### config.mk
export PLATFORM = sky130hd
export DESIGN_NAME = sparse_slot_table_allocator_unit
export DESIGN_NICKNAME = d
export VERILOG_FILES = /design/src/hdl/ssta_pkg.sv /design/src/hdl/sparse_slot_table_allocator_unit.sv
export VERILOG_INCLUDE_DIRS = /design/src /design/src/hdl
export SDC_FILE = /design/constraint.sdc
export NUM_CORES = 1
export LEC_CHECK = 0
export CAP_MARGIN = 10
export CORE_MARGIN = 2
export CORE_UTILIZATION = 58
export DETAILED_ROUTE_END_ITERATION = 6
export DONT_BUFFER_PORTS = 1
export PLACE_DENSITY_LB_ADDON = 0.2
export SLEW_MARGIN = 10
export SYNTH_ARGS = -nofsm -noshare
export SYNTH_HDL_FRONTEND = slang
export SYNTH_SLANG_ARGS = --single-unit
### constraint.sdc
create_clock -name clk -period 7.74 [get_ports clk]
set_input_delay 0.387 -clock clk [delete_from_list [all_inputs] [get_ports clk]]
set_output_delay 0.387 -clock clk [all_outputs]
set_load 0.03 [all_outputs]
### src/hdl/assert_macros.svh
// Assertion macros shared by the slot table allocator RTL.
// Included by bare file name; no other dependencies.
`ifndef ASSERT_MACROS_SVH
`define ASSERT_MACROS_SVH

// A condition that must hold at every clock edge out of reset.
`define SSTA_ASSERT_ALWAYS(label, c, r, expr, msg) \
    label: assert property (@(posedge c) disable iff (!r) (expr)) else $error(msg);

// A condition that implies another in the same cycle.
`define SSTA_ASSERT_IMPLIES(label, c, r, ante, cons, msg) \
    label: assert property (@(posedge c) disable iff (!r) (ante) |-> (cons)) \
        else $error(msg);

// A condition that implies another in the following cycle.
`define SSTA_ASSERT_NEXT(label, c, r, ante, cons, msg) \
    label: assert property (@(posedge c) disable iff (!r) (ante) |=> (cons)) \
        else $error(msg);

`endif

### src/hdl/ssta_pkg.sv
// Package for the sparse slot table allocator: field widths, opcodes,
// status codes and the response record type. No dependencies.
`default_nettype none

package ssta_pkg;

    // Field widths of the request and response.
    localparam int OPCODE_W = 3;
    localparam int HANDLE_W = 5;
    localparam int DATA_W   = 32;
    localparam int STATUS_W = 2;
    localparam int COUNT_W  = 5;

    // Operation codes.
    localparam logic [OPCODE_W-1:0] OP_ADD    = 3'd0;
    localparam logic [OPCODE_W-1:0] OP_UPDATE = 3'd1;
    localparam logic [OPCODE_W-1:0] OP_DELETE = 3'd2;
    localparam logic [OPCODE_W-1:0] OP_CLEAR  = 3'd3;
    localparam logic [OPCODE_W-1:0] OP_READ   = 3'd4;

    // Status codes.
    localparam logic [STATUS_W-1:0] ST_OK         = 2'd0;
    localparam logic [STATUS_W-1:0] ST_FULL       = 2'd1;
    localparam logic [STATUS_W-1:0] ST_BAD_HANDLE = 2'd2;
    localparam logic [STATUS_W-1:0] ST_NOT_FOUND  = 2'd3;

    // Control part of one response.
    typedef struct packed {
        logic [STATUS_W-1:0] status;
        logic [HANDLE_W-1:0] handle;
        logic                changed;
    } rsp_t;

endpackage

`default_nettype wire

### src/hdl/sparse_slot_table_allocator_unit.sv
// Sparse slot table allocator: slot valid bits, payload memory and a
// one-slot-per-cycle free slot scanner. Depends on ssta_pkg and assert_macros.svh.
`include "assert_macros.svh"
`default_nettype none

// One request is taken at a time; req_stall is high from acceptance until the
// response has been placed in the output register. An add scans the valid bits
// one slot per cycle from slot 0 until it finds the lowest free slot, or up to
// the last slot when the table is full. Update, delete, clear and unused
// opcodes pass through the execute and response states; a read of an active
// slot adds a wait state for the registered read of the payload memory. A
// response held by rsp_stall delays the next acceptance. All slots are empty
// after reset with no clearing pass: valid bits gate every payload read.
module sparse_slot_table_allocator_unit #(
    parameter int NUM_SLOTS    = 16,
    parameter int PAYLOAD_BITS = 32
) (
    input  wire                              clk,
    input  wire                              rst_n,
    // Request channel
    input  wire                              req_valid,
    output logic                             req_stall,
    input  wire  [ssta_pkg::OPCODE_W-1:0]    opcode,
    input  wire  [ssta_pkg::HANDLE_W-1:0]    handle,
    input  wire  [ssta_pkg::DATA_W-1:0]      payload,
    // Response channel
    output logic                             rsp_valid,
    input  wire                              rsp_stall,
    output logic [ssta_pkg::STATUS_W-1:0]    status,
    output logic [ssta_pkg::HANDLE_W-1:0]    handle_out,
    output logic [ssta_pkg::DATA_W-1:0]      payload_out,
    output logic [ssta_pkg::COUNT_W-1:0]     active_count,
    output logic                             changed
);

    localparam int DATA_W     = ssta_pkg::DATA_W;
    localparam int HANDLE_W   = ssta_pkg::HANDLE_W;
    localparam int COUNT_W    = ssta_pkg::COUNT_W;
    localparam int STORE_BITS = (PAYLOAD_BITS < DATA_W) ? PAYLOAD_BITS : DATA_W;
    localparam int IDX_W      = (NUM_SLOTS > 1) ? $clog2(NUM_SLOTS) : 1;
    localparam int CNT_W      = $clog2(NUM_SLOTS + 1);
    // Wide enough for any handle and for NUM_SLOTS itself.
    localparam int CMP_W      = 9;

    // Sequencer states.
    localparam logic [2:0] ST_IDLE   = 3'd0;
    localparam logic [2:0] ST_SCAN   = 3'd1;
    localparam logic [2:0] ST_EXEC   = 3'd2;
    localparam logic [2:0] ST_RDWAIT = 3'd3;
    localparam logic [2:0] ST_RESP   = 3'd4;

    logic [2:0]                     state_reg, state_next;
    logic [ssta_pkg::OPCODE_W-1:0]  op_reg;
    logic [HANDLE_W-1:0]            hdl_reg;
    logic [STORE_BITS-1:0]          pl_reg;
    logic [IDX_W-1:0]               idx_reg, idx_next;
    logic [NUM_SLOTS-1:0]           valid_reg, valid_next;
    logic [CNT_W-1:0]               count_reg, count_next;
    ssta_pkg::rsp_t                 res_reg, res_next;
    logic [STORE_BITS-1:0]          res_pl_reg, res_pl_next;

    // Payload memory, read data registered.
    logic [STORE_BITS-1:0]          mem [NUM_SLOTS];
    logic [STORE_BITS-1:0]          mem_rdata_reg;
    logic                           mem_we;
    logic                           mem_re;
    logic [IDX_W-1:0]               mem_addr;

    // Output register.
    logic                           rsp_valid_reg, rsp_valid_next;
    ssta_pkg::rsp_t                 out_rsp_reg;
    logic [STORE_BITS-1:0]          out_pl_reg;
    logic [COUNT_W-1:0]             out_cnt_reg;

    logic                           req_accept;
    logic                           rsp_load;
    logic [CMP_W-1:0]               hdl_sub;
    logic [IDX_W-1:0]               slot_idx;
    logic                           hdl_bad;
    logic                           slot_active;

    assign req_stall  = (state_reg != ST_IDLE);
    assign req_accept = req_valid && !req_stall;
    assign rsp_load   = (state_reg == ST_RESP) && (!rsp_valid_reg || !rsp_stall);

    // Handle decode: slot index is handle minus one.
    assign hdl_sub     = CMP_W'(hdl_reg) - CMP_W'(1);
    assign slot_idx    = hdl_sub[IDX_W-1:0];
    assign hdl_bad     = (hdl_reg == '0) || (CMP_W'(hdl_reg) > CMP_W'(NUM_SLOTS));
    assign slot_active = !hdl_bad && valid_reg[slot_idx];

    // Sequencer and slot bookkeeping.
    always_comb
    begin
        state_next  = state_reg;
        idx_next    = idx_reg;
        valid_next  = valid_reg;
        count_next  = count_reg;
        res_next    = res_reg;
        res_pl_next = res_pl_reg;
        mem_we      = 1'b0;
        mem_re      = 1'b0;
        mem_addr    = slot_idx;

        unique case (state_reg)
            ST_IDLE:
            begin
                if (req_valid)
                begin
                    state_next  = (opcode == ssta_pkg::OP_ADD) ? ST_SCAN : ST_EXEC;
                    idx_next    = '0;
                    res_next    = '{status: ssta_pkg::ST_OK, handle: '0, changed: 1'b0};
                    res_pl_next = '0;
                end
            end

            ST_SCAN:
            begin
                // One slot checked per cycle; the first free one takes the add.
                mem_addr = idx_reg;
                if (!valid_reg[idx_reg])
                begin
                    mem_we              = 1'b1;
                    valid_next[idx_reg] = 1'b1;
                    count_next          = count_reg + CNT_W'(1);
                    res_next.handle     = HANDLE_W'(CMP_W'(idx_reg) + CMP_W'(1));
                    res_next.changed    = 1'b1;
                    state_next          = ST_RESP;
                end
                else if (idx_reg == IDX_W'(NUM_SLOTS - 1))
                begin
                    res_next.status = ssta_pkg::ST_FULL;
                    state_next      = ST_RESP;
                end
                else
                begin
                    idx_next = idx_reg + IDX_W'(1);
                end
            end

            ST_EXEC:
            begin
                state_next = ST_RESP;
                case (op_reg) inside
                    ssta_pkg::OP_UPDATE, ssta_pkg::OP_DELETE, ssta_pkg::OP_READ:
                    begin
                        if (hdl_bad)
                        begin
                            res_next.status = ssta_pkg::ST_BAD_HANDLE;
                        end
                        else if (op_reg == ssta_pkg::OP_READ)
                        begin
                            // Inactive slots read back as zero.
                            if (slot_active)
                            begin
                                res_next.handle = hdl_reg;
                                mem_re          = 1'b1;
                                state_next      = ST_RDWAIT;
                            end
                        end
                        else if (!slot_active)
                        begin
                            res_next.status = ssta_pkg::ST_NOT_FOUND;
                        end
                        else if (op_reg == ssta_pkg::OP_UPDATE)
                        begin
                            mem_we           = 1'b1;
                            res_next.changed = 1'b1;
                        end
                        else
                        begin
                            valid_next[slot_idx] = 1'b0;
                            count_next           = count_reg - CNT_W'(1);
                            res_next.changed     = 1'b1;
                        end
                    end
                    ssta_pkg::OP_CLEAR:
                    begin
                        valid_next       = '0;
                        count_next       = '0;
                        res_next.changed = 1'b1;
                    end
                    default:
                    begin
                        res_next.changed = 1'b0;
                    end
                endcase
            end

            ST_RDWAIT:
            begin
                res_pl_next = mem_rdata_reg;
                state_next  = ST_RESP;
            end

            ST_RESP:
            begin
                if (rsp_load)
                begin
                    state_next = ST_IDLE;
                end
            end

            default:
            begin
                state_next = ST_IDLE;
            end
        endcase
    end

    // Output register valid: loaded from the sequencer, cleared when taken.
    always_comb
    begin
        if (rsp_load)
        begin
            rsp_valid_next = 1'b1;
        end
        else if (rsp_valid_reg && !rsp_stall)
        begin
            rsp_valid_next = 1'b0;
        end
        else
        begin
            rsp_valid_next = rsp_valid_reg;
        end
    end

    // Control state.
    always_ff @(posedge clk or negedge rst_n)
    begin
        if (!rst_n)
        begin
            state_reg     <= ST_IDLE;
            valid_reg     <= '0;
            count_reg     <= '0;
            rsp_valid_reg <= 1'b0;
        end
        else
        begin
            state_reg     <= state_next;
            valid_reg     <= valid_next;
            count_reg     <= count_next;
            rsp_valid_reg <= rsp_valid_next;
        end
    end

    // Request capture, scan index and response staging.
    always_ff @(posedge clk)
    begin
        if (req_accept)
        begin
            op_reg  <= opcode;
            hdl_reg <= handle;
            pl_reg  <= STORE_BITS'(payload);
        end
        idx_reg    <= idx_next;
        res_reg    <= res_next;
        res_pl_reg <= res_pl_next;
        if (rsp_load)
        begin
            out_rsp_reg <= res_reg;
            out_pl_reg  <= res_pl_reg;
            out_cnt_reg <= COUNT_W'(count_reg);
        end
    end

    // Payload memory: one write or one read per cycle.
    always_ff @(posedge clk)
    begin
        if (mem_we)
        begin
            mem[mem_addr] <= pl_reg;
        end
        if (mem_re)
        begin
            mem_rdata_reg <= mem[mem_addr];
        end
    end

    assign rsp_valid    = rsp_valid_reg;
    assign status       = out_rsp_reg.status;
    assign handle_out   = out_rsp_reg.handle;
    assign payload_out  = DATA_W'(out_pl_reg);
    assign active_count = out_cnt_reg;
    assign changed      = out_rsp_reg.changed;

    // Checks on the slot bookkeeping and the sequencer.
    `SSTA_ASSERT_ALWAYS(a_count_matches_valid, clk, rst_n, count_reg == CNT_W'($countones(valid_reg)), "active count differs from valid bits")
    `SSTA_ASSERT_NEXT(a_add_bumps_count, clk, rst_n, (state_reg == ST_SCAN) && !valid_reg[idx_reg], count_reg == $past(count_reg) + CNT_W'(1), "add did not increment count")
    `SSTA_ASSERT_NEXT(a_clear_empties, clk, rst_n, (state_reg == ST_EXEC) && (op_reg == ssta_pkg::OP_CLEAR), valid_reg == '0, "clear left active slots")
    `SSTA_ASSERT_IMPLIES(a_rsp_from_resp, clk, rst_n, $rose(rsp_valid_reg), $past(state_reg) == ST_RESP, "response raised outside response state")

endmodule

`default_nettype wire

# Yosys cells after proc, flatten, opt, wreduce, memory -nomap -nowiden
# Memories as Yosys holds them, arrays and structs flattened. A register that Yosys moved wholly into a read port is not among the register bits.
# Cells that the tools add are included.
# totals
mem_bits_rw,512
regBits,154
elab_cells,160
input_bits,44
output_inout_bits,47
memories,1
# op_classes
n_mux,73
n_lt_le_gt_ge,5
n_addsub,5
eq_ne,27
bitwise_logic,3
reduce_logical,29
# mem_list
name,words,word_bits,rd,rd_ports_with_merged_regs,write_ports,line,source
mem,16,32,1,1,1,sparse_slot_table_allocator_unit.sv:63,logic [STORE_BITS-1:0] mem [NUM_SLOTS];
# op_table
op,count
two-way mux 16 bit,7
one-hot mux 32 bit (2 select lines),1
two-way mux 5 bit,9
two-way mux 32 bit,1
one-hot mux 16 bit (2 select lines),1
two-way mux 3 bit,8
inequality test 3 bit (second input constant),8
one-hot mux 8 bit (3 select lines),1
two-way mux 1 bit,23
AND reduction 7 bit,3
inequality test 2 bit (second input constant),10
AND 16 bit,1
two-way mux 4 bit,4
NOT 16 bit,1
bitwise OR 16 bit,1
one-hot mux 3 bit (5 select lines),1
equality test 3 x 2 -> 1 bit (second input constant),4
two-way mux 2 bit,6
two-way mux 6 bit,2
less-than comparator 4 x 5 -> 1 bit (second input constant),2
one-hot mux 5 bit (2 select lines),1
binary-select mux 1 bit (select 4 bit),2
demux 1 bit (select 4 bit),2
greater-or-equal comparator 4 x 1 -> 1 bit (second input constant),2
other kinds (25),41

# Logic depth before layout (Yosys ltp)
# depth
depth_word,13
mapped_depth,12
depth_no_buf,9

# Least setup slack after synthesis
# Ideal clock, no wire load.
# synth_timing
path_type,flip-flop to flip-flop
from,register hdl_reg[0]
to,"memory mem[4][0] (netlist bit), enable pin"
required_ns,7.238
arrival_time_ns,5.457
synth_period_minus_slack_ns,5.958
setup_slack_ns,1.782
setup_ns,0.502
stages_incl_launch_ff,12
path_buffers,2
path_cell_list,edfxtp_1 > buf_2 > inv_1 > ha_1 > clkbuf_1 > or2_2 > o21a_1 > o22ai_1 > a22o_1 > o41ai_2 > nand2_1 > nor4_1
# synth_via
elab_chain_cells,11
word_cells_on_any_way,16
cone_classes,add/sub (1); order compare (1); mux (10); reduce/logical (4)
# synth_lines
item,line,source
from (decl),sparse_slot_table_allocator_unit.sv:54,logic [HANDLE_W-1:0] hdl_reg;
from (signal assigned),sparse_slot_table_allocator_unit.sv:253,hdl_reg <= handle;
subtractor 4 x 1 -> 4 bit (tied with other cells),sparse_slot_table_allocator_unit.sv:87,assign hdl_sub = CMP_W'(hdl_reg) - CMP_W'(1);
binary-select mux 1 bit (select 4 bit) or logical OR 1 bit (tied branches),"sparse_slot_table_allocator_unit.sv:90, sparse_slot_table_allocator_unit.sv:89",
two-way mux 1 bit (implied by the code) or zero test 1 bit (tied branches),sparse_slot_table_allocator_unit.sv:90,assign slot_active = !hdl_bad && valid_reg[slot_idx];
logical AND 1 bit,sparse_slot_table_allocator_unit.sv:90,
two-way mux 1 bit,sparse_slot_table_allocator_unit.sv:161,else if (!slot_active)
two-way mux 1 bit,sparse_slot_table_allocator_unit.sv:151,else if (op_reg == ssta_pkg::OP_READ)
two-way mux 1 bit,sparse_slot_table_allocator_unit.sv:147,if (hdl_bad)
two-way mux 1 bit,sparse_slot_table_allocator_unit.sv:144,case (op_reg) inside
one-hot mux 1 bit (2 select lines),sparse_slot_table_allocator_unit.sv:105,unique case (state_reg)
two-way mux 1 bit,sparse_slot_table_allocator_unit.sv:270,if (mem_we)
two-way mux 1 bit (implied by the code),sparse_slot_table_allocator_unit.sv:272,mem[mem_addr] <= pl_reg;
to (decl),sparse_slot_table_allocator_unit.sv:63,
# Several ways; a longest one is shown, not always the timed one. The select of a mux whose other input is x is not followed.

# Final worst setup path
# layout_timing
from,register hdl_reg[0]
to,"memory mem[3][13] (netlist bit), enable pin"
# The elaborated chain is that of the path after synthesis.

==> flow_summary.ini <==
[routing]
drt_iter0_markers = 1632
dr.pass1.iters = 7
routedWlPerCell_um = 26.78
drc_errors = 0
route.vias.total = 13420
postRouteAntennaNets = 0
viasPerCell = 6.302
drt_wl_total_um = 57040

[critical_path]
crit_arrival_ns = 4.70
crit-reg2reg-launch = hdl_reg[0]
cp.required_ns = 8.02
endpoint_kind = register
rrSetupSlack_ns = 3.33
reg2reg_to = mem[3][13]
path_class = reg -> reg
ff2ff_path_depth = 8
crit_fanout = 47
setup.worst_path.start_class = register

[timing]
setup_total_negative_slack_ns = 0
final-hold-violation-count = 0
setup_slack_ns = 3.325
skew_ns = 0.02295
setup_violations = 0
max_slew_margin = 0.2404
timing.fmax_mhz = 226.5
rsz0062_at_grt = no
slew_violations = 0
holdWs_ns = 0.07928
period_needed_ns = 4.415
tightest_slew_ns = 1.139
period_share = 0.5704

[power]
leakagePower_nw = 10.21
ir_drop_mv = 0.2205
pwr-share-seq = 0.481
pwr-share-clk = 0.343
p_switching_mw = 2.912
power.share.switching = 0.2796
p_int_mw = 7.505
combPwrFrac = 0.176
power_mw = 10.42
powerDensity_nw_per_um2 = 341.1

[global_routing]
grt_overflow = 0
grt_pass1_wl_um = 85810
antenna_found_initial = 1
grt_start_max_net_pins = 67
track_usage = 0.2462
first_global_vias = 13830

[clock_network]
root_buffer = clkbuf_16
postCtsSetupRepairBufs = 0
clock_latency_ns = 0.61
cts_inserted_buffers = 70
clockBufferDepth = 3
clkSinkCount = 698
htree_num_levels = 3
cts_tree = done
clk_pin_slew_ns = 0.06

[logic_synthesis]
synth_flop_cell = edfxtp_1
async_reset_ff_frac = 0.03582
synth.distinct_cells = 53
syn-num-nets = 1454
synth_edf_count = 673
syn-cell-area_um2 = 26930
seq_area_frac_synth = 0.7736
syn_area_per_cell_um2 = 19.24
yosysWarnings = 0
synth_cells = 1400
ys_seq_elements = 698

[placement]
gp_congestion = 0.8465
place_area_um2 = 27650
dp_hpwl_um = 31520
pre_cts_slack_ns = 3.284
port_buffers = 0
dpl.cell_count = 1957

[floorplanning]
top_level_ports = 91
start_util = 0.5909
die-height_um = 219.5
dieArea_um2 = 48170
core_region_area_um2 = 45580
rows = 78
fp.dieW_um = 219.5

[final_layout]
syn_to_final_growth_pct = 13.38
multi_input_area_um2 = 5732
fillCellCount = 2840
fin_nets = 1526
largest_reg_flops = 512
layout-drive-gt1-share = 0.2008
regMostFlops = mem
regArea_um2 = 20840
final_cells = 2130
fin_util = 0.6700
design_area_um2 = 30540

[min_path]
hp-start = req_valid
min_to = state_reg[1]
holdCritPathClass = in -> reg
hold_depth = 3

[run_status]
outcome = finished clean

[job]
cap_violations = 0
power groups by stage:
stage	clock network (mW)	registers [mW]	logic, mW
finish	3.57	5.01	1.83
global route	3.77	5.06	1.98
CTS	3.62	5.02	1.85
detailed placement	0	5.09	1.82
global placement	0	5.07	1.79
floorplan	0	4.96	1.37
how the worst max path moves through the flow:
| stage | to | slack [ns] | from |
|---|---|---|---|
| 6_report | mem[3][13] | 3.33 | hdl_reg[0] |
| 5_1_grt | mem[3][13] | 3.10 | hdl_reg[0] |
| 4_1_cts | mem[7][27] | 3.28 | hdl_reg[0] |
| 3_5_place_dp | mem[7][21] | 3.28 | hdl_reg[0] |
| 3_3_place_gp | mem[3][15] | 3.35 | hdl_reg[0] |
| 2_1_floorplan | mem[4][0] | 1.78 | hdl_reg[0] |
cell usage in the layout, fill, tap and decap left out, types with 15 or more instances in the layout:
| cell type | n |
|---|---|
| mux4_2 | 134 |
| buf_4 | 31 |
| and3_1 | 65 |
| dfrtp_1 | 25 |
| a31oi_1 | 41 |
| edfxtp_1 | 673 |
| nand2_1 | 166 |
| inv_1 | 21 |
| a21oi_1 | 32 |
| o21ai_0 | 17 |
| dlygate4sd3_1 | 42 |
| clkinv_2 | 15 |
| clkbuf_16 | 73 |
| nor2_1 | 18 |
cells in the mapped netlist, types with 4 or more instances:
master	number	area, µm²
a31oi_1	41	256.5
ha_1	10	125.1
and2_1	6	37.54
buf_1	7	26.28
dfrtp_1	25	625.6
a21oi_1	33	165.2
nor4_1	5	31.28
o21ai_0	17	85.08
and3_1	71	444.2
buf_2	6	30.03
o22ai_1	5	31.28
a211oi_1	6	45.04
clkbuf_1	46	172.7
a21o_1	6	45.04
buf_4	5	37.54
nor2_1	20	75.07
nand3_1	11	55.05
edfxtp_1	673	20210
inv_1	22	82.58
mux4_2	134	3018
mux2i_1	10	100.1
nand2b_1	4	25.02
nand2_1	166	623.1
buf_6	8	90.09
nor3_1	18	90.09
area by class of cell:
| cell class | instances | area share |
|---|---|---|
| Antenna cell | 1 | 0.00008195 |
| Sequential cell | 698 | 0.6823 |
| Inverter | 22 | 0.002704 |
| Clock buffer | 81 | 0.06081 |
| Clock inverter | 48 | 0.01909 |
| Multi-Input combinational cell | 605 | 0.1877 |
| Timing Repair Buffer | 75 | 0.02270 |
| Tap cell | 600 | 0.02459 |
per-layer routing:
layer / share of wire / GRT usage / vias up
li1: - / - / 5764
met1: 0.42 / 0.3495 / 6983
met2: 0.49 / 0.3928 / 594
met3: 0.076 / 0.05590 / 82
met4: 0.020 / 0.06464 / 0
met5: 0 / 0 / -
cell families (layout without fill, tap and decap cells):
logic type | Yosys count | after routing | share of synthesized area
AOI/OAI and AO/OA | 131 | 131 | 0.03066
xor gates and xnor gates | 5 | 5 | 0.001626
adders and majority gates | 10 | 10 | 0.004646
buffers and inverters | 97 | 226 | 0.01854
DFF | 698 | 698 | 0.7736
muxes | 144 | 144 | 0.1158
other | 0 | 1 | 0
and+or+nand+nor | 315 | 315 | 0.05510
worst max-delay path, cell delays in order (launching register included):
cell      delay (ns)
edfxtp_1        0.70
inv_1           0.18
ha_1            0.45
nor2_1          0.21
a21o_4          0.45
buf_4           0.65
nand3_1         0.32
nor2_4          0.68
buf_4           0.40
what timing repair did:
item / CTS / global route
endpoints found under the hold margin: 67 / 0
setup endpoints to repair: 0 / 0
hold buffers: 43 / 0
gates resized for setup: 0 / 0
Power figures use the tool's default switching activity.
